**config.mk**
```make
export PLATFORM = sky130hd
export DESIGN_NAME = mul_div_io_registers
export DESIGN_NICKNAME = d
export VERILOG_FILES = /design/src/hdl/mdio_pkg.sv /design/src/hdl/mul_div_io_registers.sv
export SDC_FILE = /design/constraint.sdc
export NUM_CORES = 1
export LEC_CHECK = 0
export CORE_ASPECT_RATIO = 1.2
export CORE_MARGIN = 4
export CORE_UTILIZATION = 64
export CTS_CLUSTER_SIZE = 24
export DETAILED_ROUTE_END_ITERATION = 8
export DONT_BUFFER_PORTS = 1
export MAX_ROUTING_LAYER = met4
export PLACE_DENSITY_LB_ADDON = 0.2
export SYNTH_ARGS = -nofsm -noshare
export SYNTH_HDL_FRONTEND = slang
export SYNTH_SLANG_ARGS = --single-unit
```
**constraint.sdc**
```tcl
create_clock -name clk -period 4.28 [get_ports clk]
set_input_delay 1.07 -clock clk [delete_from_list [all_inputs] [get_ports clk]]
set_output_delay 1.07 -clock clk [all_outputs]
set_load 0.1 [all_outputs]
```
**src/hdl/mdio_pkg.sv**
```systemverilog
// Shared types and constants for the multiply/divide I/O register block.
package mdio_pkg;

  // Access kinds.
  localparam logic OP_READ  = 1'b0;
  localparam logic OP_WRITE = 1'b1;

  // Register offsets within the 32-byte page.
  localparam logic [4:0] OFF_IO_PORT   = 5'h01;
  localparam logic [4:0] OFF_MCAND     = 5'h02;
  localparam logic [4:0] OFF_MUL_START = 5'h03;
  localparam logic [4:0] OFF_DVND_LO   = 5'h04;
  localparam logic [4:0] OFF_DVND_HI   = 5'h05;
  localparam logic [4:0] OFF_DIV_START = 5'h06;
  localparam logic [4:0] OFF_FAST_SEL  = 5'h0D;
  localparam logic [4:0] OFF_QUO_LO    = 5'h14;
  localparam logic [4:0] OFF_QUO_HI    = 5'h15;
  localparam logic [4:0] OFF_PRR_LO    = 5'h16;
  localparam logic [4:0] OFF_PRR_HI    = 5'h17;

  // Last step indices of the shared adder: one bit per cycle.
  localparam logic [3:0] MUL_LAST_STEP = 4'd7;
  localparam logic [3:0] DIV_LAST_STEP = 4'd15;

  // Value left in the quotient by a divide by zero.
  localparam logic [15:0] DIV_ZERO_QUO = 16'hFFFF;

  // Sequencer states.
  typedef enum logic [1:0] {
    ST_IDLE,
    ST_MUL,
    ST_DIV
  } state_t;

  // One bus access.
  typedef struct packed {
    logic       opcode;
    logic [4:0] reg_offset;
    logic [7:0] write_data;
    logic [7:0] open_bus_byte;
  } request_t;

  // Result of one bus access.
  typedef struct packed {
    logic [7:0] read_data;
    logic [7:0] io_port_out;
    logic       fast_mem_select;
  } result_t;

endpackage

```
**src/hdl/mul_div_io_registers.sv**
```systemverilog
// Multiply/divide I/O register block with one shared adder under a small sequencer.
// A read or a simple write gives its result in the cycle after the request.
// A multiply start gives it after 8 adder steps, a divide start by a nonzero divisor after
// 16 restoring steps; busy is high during the steps.
// The next request is taken in the cycle the result is strobed; the receiver cannot stall.
// Reset (rst, synchronous) restores the architectural registers and idles the sequencer.
module mul_div_io_registers
  import mdio_pkg::*;
(
  input  logic     clk,
  input  logic     rst,
  input  logic     start,
  input  request_t request,
  output logic     busy,
  output logic     done,
  output result_t  result
);

  // Control and architectural registers.
  state_t      state, state_next;
  logic [3:0]  count, count_next;
  logic        done_next;
  result_t     result_next;
  logic [7:0]  io_port_reg, io_port_reg_next;
  logic [7:0]  multiplicand_reg, multiplicand_reg_next;
  logic [15:0] product_remainder_reg, product_remainder_reg_next;
  logic [15:0] dividend_reg, dividend_reg_next;
  logic [15:0] quotient_reg, quotient_reg_next;
  logic        fast_select_reg, fast_select_reg_next;
  logic [7:0]  divisor, divisor_next;
  logic [7:0]  bus_hold, bus_hold_next;

  // Shared adder.
  logic [8:0]  alu_a, alu_b;
  logic        alu_cin;
  logic [9:0]  alu_sum;

  logic        accept;
  logic        is_write;
  logic        mul_go, div_go;
  logic [8:0]  div_trial;
  logic [7:0]  rd_byte;

  assign busy     = (state != ST_IDLE);
  assign accept   = start && !busy;
  assign is_write = (request.opcode == OP_WRITE);
  assign mul_go   = accept && is_write && (request.reg_offset == OFF_MUL_START);
  assign div_go   = accept && is_write && (request.reg_offset == OFF_DIV_START)
                    && (request.write_data != 8'd0);

  // Partial remainder with the next dividend bit shifted in.
  assign div_trial = {product_remainder_reg[7:0], quotient_reg[15]};

  // Operand selection for the shared adder: add the multiplicand or subtract the divisor.
  always_comb begin
    if (state == ST_DIV) begin
      alu_a   = div_trial;
      alu_b   = ~{1'b0, divisor};
      alu_cin = 1'b1;
    end else begin
      alu_a   = {1'b0, product_remainder_reg[15:8]};
      alu_b   = product_remainder_reg[0] ? {1'b0, multiplicand_reg} : 9'd0;
      alu_cin = 1'b0;
    end
  end

  assign alu_sum = {1'b0, alu_a} + {1'b0, alu_b} + {9'd0, alu_cin};

  // Read decode.
  always_comb begin
    case (request.reg_offset)
      OFF_QUO_LO: rd_byte = quotient_reg[7:0];
      OFF_QUO_HI: rd_byte = quotient_reg[15:8];
      OFF_PRR_LO: rd_byte = product_remainder_reg[7:0];
      OFF_PRR_HI: rd_byte = product_remainder_reg[15:8];
      default:    rd_byte = request.open_bus_byte;
    endcase
  end

  // Sequencer state register.
  always_ff @(posedge clk) begin
    if (rst) begin
      state <= ST_IDLE;
      done  <= 1'b0;
    end else begin
      state <= state_next;
      done  <= done_next;
    end
  end

  // Architectural registers.
  always_ff @(posedge clk) begin
    if (rst) begin
      io_port_reg           <= 8'hFF;
      multiplicand_reg      <= 8'hFF;
      product_remainder_reg <= 16'hFFFF;
      dividend_reg          <= 16'hFFFF;
      quotient_reg          <= 16'hFFFF;
      fast_select_reg       <= 1'b0;
    end else begin
      io_port_reg           <= io_port_reg_next;
      multiplicand_reg      <= multiplicand_reg_next;
      product_remainder_reg <= product_remainder_reg_next;
      dividend_reg          <= dividend_reg_next;
      quotient_reg          <= quotient_reg_next;
      fast_select_reg       <= fast_select_reg_next;
    end
  end

  // Working registers and the result register need no reset.
  always_ff @(posedge clk) begin
    count    <= count_next;
    divisor  <= divisor_next;
    bus_hold <= bus_hold_next;
    result   <= result_next;
  end

  // Next state, register updates and result formation.
  always_comb begin
    state_next                 = state;
    count_next                 = count;
    done_next                  = 1'b0;
    result_next                = result;
    io_port_reg_next           = io_port_reg;
    multiplicand_reg_next      = multiplicand_reg;
    product_remainder_reg_next = product_remainder_reg;
    dividend_reg_next          = dividend_reg;
    quotient_reg_next          = quotient_reg;
    fast_select_reg_next       = fast_select_reg;
    divisor_next               = divisor;
    bus_hold_next              = bus_hold;

    case (state)
      ST_IDLE: begin
        if (accept) begin
          bus_hold_next = request.open_bus_byte;
          if (mul_go) begin
            // Low byte holds the multiplier, high byte accumulates.
            product_remainder_reg_next = {8'd0, request.write_data};
            count_next                 = MUL_LAST_STEP;
            state_next                 = ST_MUL;
          end else if (div_go) begin
            // Quotient register shifts the dividend out and quotient bits in.
            product_remainder_reg_next = 16'd0;
            quotient_reg_next          = dividend_reg;
            divisor_next               = request.write_data;
            count_next                 = DIV_LAST_STEP;
            state_next                 = ST_DIV;
          end else begin
            if (is_write) begin
              case (request.reg_offset)
                OFF_IO_PORT:   io_port_reg_next      = request.write_data;
                OFF_MCAND:     multiplicand_reg_next = request.write_data;
                OFF_DVND_LO:   dividend_reg_next[7:0]  = request.write_data;
                OFF_DVND_HI:   dividend_reg_next[15:8] = request.write_data;
                OFF_DIV_START: begin
                  // Divide by zero.
                  quotient_reg_next          = DIV_ZERO_QUO;
                  product_remainder_reg_next = dividend_reg;
                end
                OFF_FAST_SEL:  fast_select_reg_next = request.write_data[0];
                default:       ;
              endcase
            end
            done_next                   = 1'b1;
            result_next.read_data       = is_write ? request.open_bus_byte : rd_byte;
            result_next.io_port_out     = io_port_reg_next;
            result_next.fast_mem_select = fast_select_reg_next;
          end
        end
      end

      ST_MUL: begin
        // Add the multiplicand when the multiplier bit is set, then shift right.
        product_remainder_reg_next = {alu_sum[8:0], product_remainder_reg[7:1]};
        count_next = count - 4'd1;
        if (count == 4'd0) begin
          state_next = ST_IDLE;
        end
      end

      ST_DIV: begin
        // Restoring step: keep the difference when it does not go negative.
        if (alu_sum[9]) begin
          product_remainder_reg_next = {8'd0, alu_sum[7:0]};
        end else begin
          product_remainder_reg_next = {8'd0, div_trial[7:0]};
        end
        quotient_reg_next = {quotient_reg[14:0], alu_sum[9]};
        count_next = count - 4'd1;
        if (count == 4'd0) begin
          state_next = ST_IDLE;
        end
      end

      default: begin
        state_next = ST_IDLE;
      end
    endcase

    // Finishing arithmetic step reports the write's result.
    if (state != ST_IDLE && count == 4'd0) begin
      done_next                   = 1'b1;
      result_next.read_data       = bus_hold;
      result_next.io_port_out     = io_port_reg;
      result_next.fast_mem_select = fast_select_reg;
    end
  end

  // A result is never strobed while a sequence is still running.
  a_done_not_busy: assert property (@(posedge clk) disable iff (rst)
    done |-> !busy)
    else $error("result strobed while busy");

  // Requests that need no arithmetic answer in the next cycle.
  a_simple_latency: assert property (@(posedge clk) disable iff (rst)
    (accept && !mul_go && !div_go) |=> (done && !busy))
    else $error("simple request did not finish in one cycle");

  // A multiply takes eight adder steps.
  a_mul_latency: assert property (@(posedge clk) disable iff (rst)
    mul_go |-> ##9 done)
    else $error("multiply result late or missing");

  // A divide takes sixteen adder steps.
  a_div_latency: assert property (@(posedge clk) disable iff (rst)
    div_go |-> ##17 done)
    else $error("divide result late or missing");

endmodule

```
Word level (Yosys, flattened, before mapping) --
Index checks and enable logic that the tools add are counted.
Storage, ports and cells: logic and storage cells 114, register bits after elaboration 105, input port bits 25
Operators by class: equal/unequal tests 23, mux-type cells 42, add/subtract/negate cells 3, reduce and logical (&&, ||, !) cells 28, bitwise operators 3
Operator list (number):
- 16-bit two-way mux | 10
- 17-bit two-way mux | 5
- 16-bit one-hot mux with 3 select lines | 1
- 8-bit two-way mux | 5
- 16-bit one-hot mux with 2 select lines | 1
- 8-bit one-hot mux with 4 select lines | 1
- 5-bit == test, second input constant | 4
- 9-bit two-way mux | 2
- 6-bit AND reduction | 3
- 4-bit AND reduction | 4
- 5-bit by 3-bit == test with 1-bit output, second input constant | 3
- 4-bit two-way mux | 3
- 10-bit by 1-bit adder with 10-bit output | 1
- 9-bit by 9-bit adder with 10-bit output | 1
- 5-bit by 2-bit == test with 1-bit output, second input constant | 2
- 2-bit nonzero test | 5
- 3-bit != test, second input constant | 3
- 8-bit inverter with 9-bit output | 1
- 1-bit two-way mux | 8
- 2-bit two-way mux | 4
- 4-bit != test, second input constant | 2
- 4-bit one-hot mux with 2 select lines | 1
- 8-bit nonzero test | 1
- 1-bit logical AND | 6
- other kinds (17) | 22

Longest topological paths before layout --
depth after elaboration 11, gate-level depth with buffers 15

Worst setup path before layout --
No wires, ideal clock.
path kind register to register, start register state[0], end register product_remainder_reg[2], stages on the path, launching flop included 14, path slack 1252 ps, arrival time 2906 ps, data required time 4158 ps, cells stage by stage dfxtp_1 > inv_1 > ha_1 > buf_2 > clkinv_1 > clkbuf_1 > nor2_1 > a31oi_1 > fa_1 > nand3b_1 > a211oi_1 > o211ai_1 > mux2i_1 > o32a_1
On the way: word-level cells in the longest chain between the ends 10, elaborated cells on any way between the ends 25, classes of those cells add/sub (2); eq/ne (5); mux (8); reduce/logical (10)
Ends and longest elaborated chain:
- from (decl) | RTL line mul_div_io_registers.sv:20 | state_t state, state_next;
- from (signal assigned) | RTL line mul_div_io_registers.sv:86 | state <= state_next;
- parallel branches: the longest is 10 deep, another holds 9-bit by 9-bit adder with 10-bit output
- to (signal assigned) | RTL line mul_div_io_registers.sv:103 | product_remainder_reg <= product_remainder_reg_next;
- to (decl) | RTL line mul_div_io_registers.sv:26 | logic [15:0] product_remainder_reg, product_remainder_reg_next;
Several ways; the timed one is not identified. The select of a mux whose other input is x is not followed. A chain may end at the register's enable or synchronous reset.

Worst setup path in the final report --
start register state[0], end register product_remainder_reg[0]
The elaborated chain is that of the path after synthesis.

==> flow_summary.yaml <==
timing:
  slew_violations: 0
  finalCriticalPeriod_ps: 3600
  tightest_slew_ps: 1010
  rsz0062_at_grt: "false"
  skew_ps: 12.8
  hold_ws_ps: 485
  max-slew-margin-rel_pct: 32.5
  tns_ps: 0
  post-route-period-util_pct: 84.0
  max_freq_ghz: 0.278
  hold_viol: 0
  setup_viol: 0
synth:
  syn_avg_cell_area_um2: 9.50
  ys_warn_count: 0
  syn_area_mm2: 0.00548
  ys_types: 64
  synth_edf_count: 37
  ys_ff_latch: 105
  yosys-top-cells-area: "dfxtp_1 (25%), edfxtp_1 (20%), mux2i_1 (4.9%)"
  syn-num-nets: 617
  synthCells: 577
  ys.flop_type: "dfxtp_1"
  ys_seq_area_share_pct: 45.1
  yosys.area.top_type: "dfxtp_1"
  yosys.area.top_type_share_pct: 24.8
  synthArstFlopShare_pct: 0
drt:
  first_pass_iters: 6
  drt_iter0_drc: 573
  vias: 4625
  wirelength_um: 15600
  drtAntennaViolNets: 0
  wire_per_inst_um: 23.2
  routed_via_density: 6.86
  route.detailed.drc: 0
cts:
  ctsRootBufferMaster: "clkbuf_8"
  htreeDepth: 3
  cts.clk_slew.worst_paths_ps: 110
  ctsHoldBuffers: 0
  cts_tree: "built"
  insertion_delay_ps: 370
  clock-sinks: 105
  cts_setup_buffers: 0
  cts_buffers: 9
  cts.path.max_buffers: 2
  cts_resized: 0
global_route:
  grt_pass1_wl_um: 24500
  grt_pass1_vias: 4469
  grt_remaining_overflow: 0
  grt_max_degree: 38
  antenna_found_initial: 0
  grt_usage_pct: 32.7
outcome:
  status: "finished, final reports clean"
power:
  peakVddDrop_mv: 0.270
  finalPower_uw: 1810
  pwr_density_cell_mw_per_mm2: 317
  p_leak_uw: 0.00190
floorplanning:
  core_mm2: 0.00824
  die_height_um: 109
  die_width_um: 92.5
  pin_count: 44
  num_rows: 36
  die-area_mm2: 0.0101
  initial_core_util_pct: 66.5
setup_path:
  crit_path_max_fanout: 18
  arrival_ps: 3890
  cp.required_ps: 4580
  critPathKind: "flip-flop to flip-flop"
  cp-end-kind: "flip-flop"
  start_kind: "flip-flop"
final_layout:
  drive_gt1_share_pct: 9.29
  diodes: 0
  syn_to_final_growth_pct: 4.09
  final_common_cell: "dfxtp_1"
  instances_no_fill: 674
  top_register: "result"
  final_cell_mix: "dfxtp_1 (68), nand2_1 (64), o21ai_0 (48)"
  layout.nets: 595
  largest_reg_flops: 17
placed_design:
  dpl.cell_count: 658
  portBuffers: 0
  place_congestion: 1.03
  dp_hpwl_um: 11200
worst_hold_path:
  holdCritPathClass: "flip-flop to flip-flop"
job:
  cap_viol_max_count: 0
-- kinds of logic after synthesis --
kind of cell / count (synthesis) / synth area share (%)
compound gates: 169 / 20.5
flops: 105 / 45.1
simple gates: 185 / 17.0
buf+inv: 54 / 4.38
xor+xnor: 6 / 1.10
fa+ha+maj: 15 / 3.70
mux: 43 / 8.22
-- through the flow --
| stage | util, % | cell area, um2 | setup slack, ps |
|---|---|---|---|
| 2_1_floorplan | - | 5480 | 1250 |
| 5_1_grt | 69.2 | 5710 | 257 |
| 6_report | 69.2 | 5710 | 684 |
| 4_1_cts | 69.2 | 5710 | 704 |
| 3_3_place_gp | 66.7 | 5500 | 899 |
| 3_5_place_dp | 66.7 | 5500 | 762 |
-- metal layers --
layer	track usage, %	share of wire, %	vias up
li1	-	-	2126
met1	39.7	39	2174
met2	53.0	48	265
met3	5.82	8.2	60
met4	16.0	4.4	0
met5	-	0	-
-- cell usage after synthesis, drive strengths merged (13+ instances only) --
library cell / n
dfxtp: 68
nand2: 64
o21ai: 51
nand3: 44
edfxtp: 37
a21oi: 32
mux2i: 27
clkbuf: 24
nor2: 23
buf: 17
mux2: 16
o22ai: 16
ha: 13
o2111ai: 13
-- cell type report --
class / instances / area, um2
clock buffer: 9 / 124
clock inverter: 7 / 85.1
fill: 650 / 2540
inverter: 13 / 48.8
multi-input combinational: 418 / 2770
sequential: 105 / 2470
tap: 114 / 143
timing repair buffer: 8 / 60.1
-- worst max-delay path: stages, from the launching register on --
cell and delay (ps):
dfxtp_1 350, inv_1 130, ha_1 420, clkinv_1 480, nand3_1 210, o21ai_0 100
ha_1 380, a21oi_1 280, o21ai_0 230, o21ai_0 600, nand4_1 170, a31oi_1 180
-- worst paths after layout --
| kind | from | end | slack [ps] | depth (start not counted) |
|---|---|---|---|---|
| hold reg to reg | multiplicand_reg[2]$_SDFFE_PP1P_ | multiplicand_reg[2]$_SDFFE_PP1P_ | 490 | 2 |
| setup / recovery | state[0]$_SDFFE_PP0P_ | product_remainder_reg[0]$_SDFFE_PP1P_ | 680 | 11 |
| hold / removal | multiplicand_reg[2]$_SDFFE_PP1P_ | multiplicand_reg[2]$_SDFFE_PP1P_ | 490 | 2 |
| setup reg to reg | state[0]$_SDFFE_PP0P_ | product_remainder_reg[0]$_SDFFE_PP1P_ | 680 | 11 |
-- report_power, final --
group	total, uW	switching [uW]	internal [uW]	leakage, uW
Clock	621	388	234	0.000100
Sequential	1110	57.7	1050	0.000880
Combinational	78.9	51.8	27.1	0.000923
Note: power is estimated with default switching activity, not from simulation.
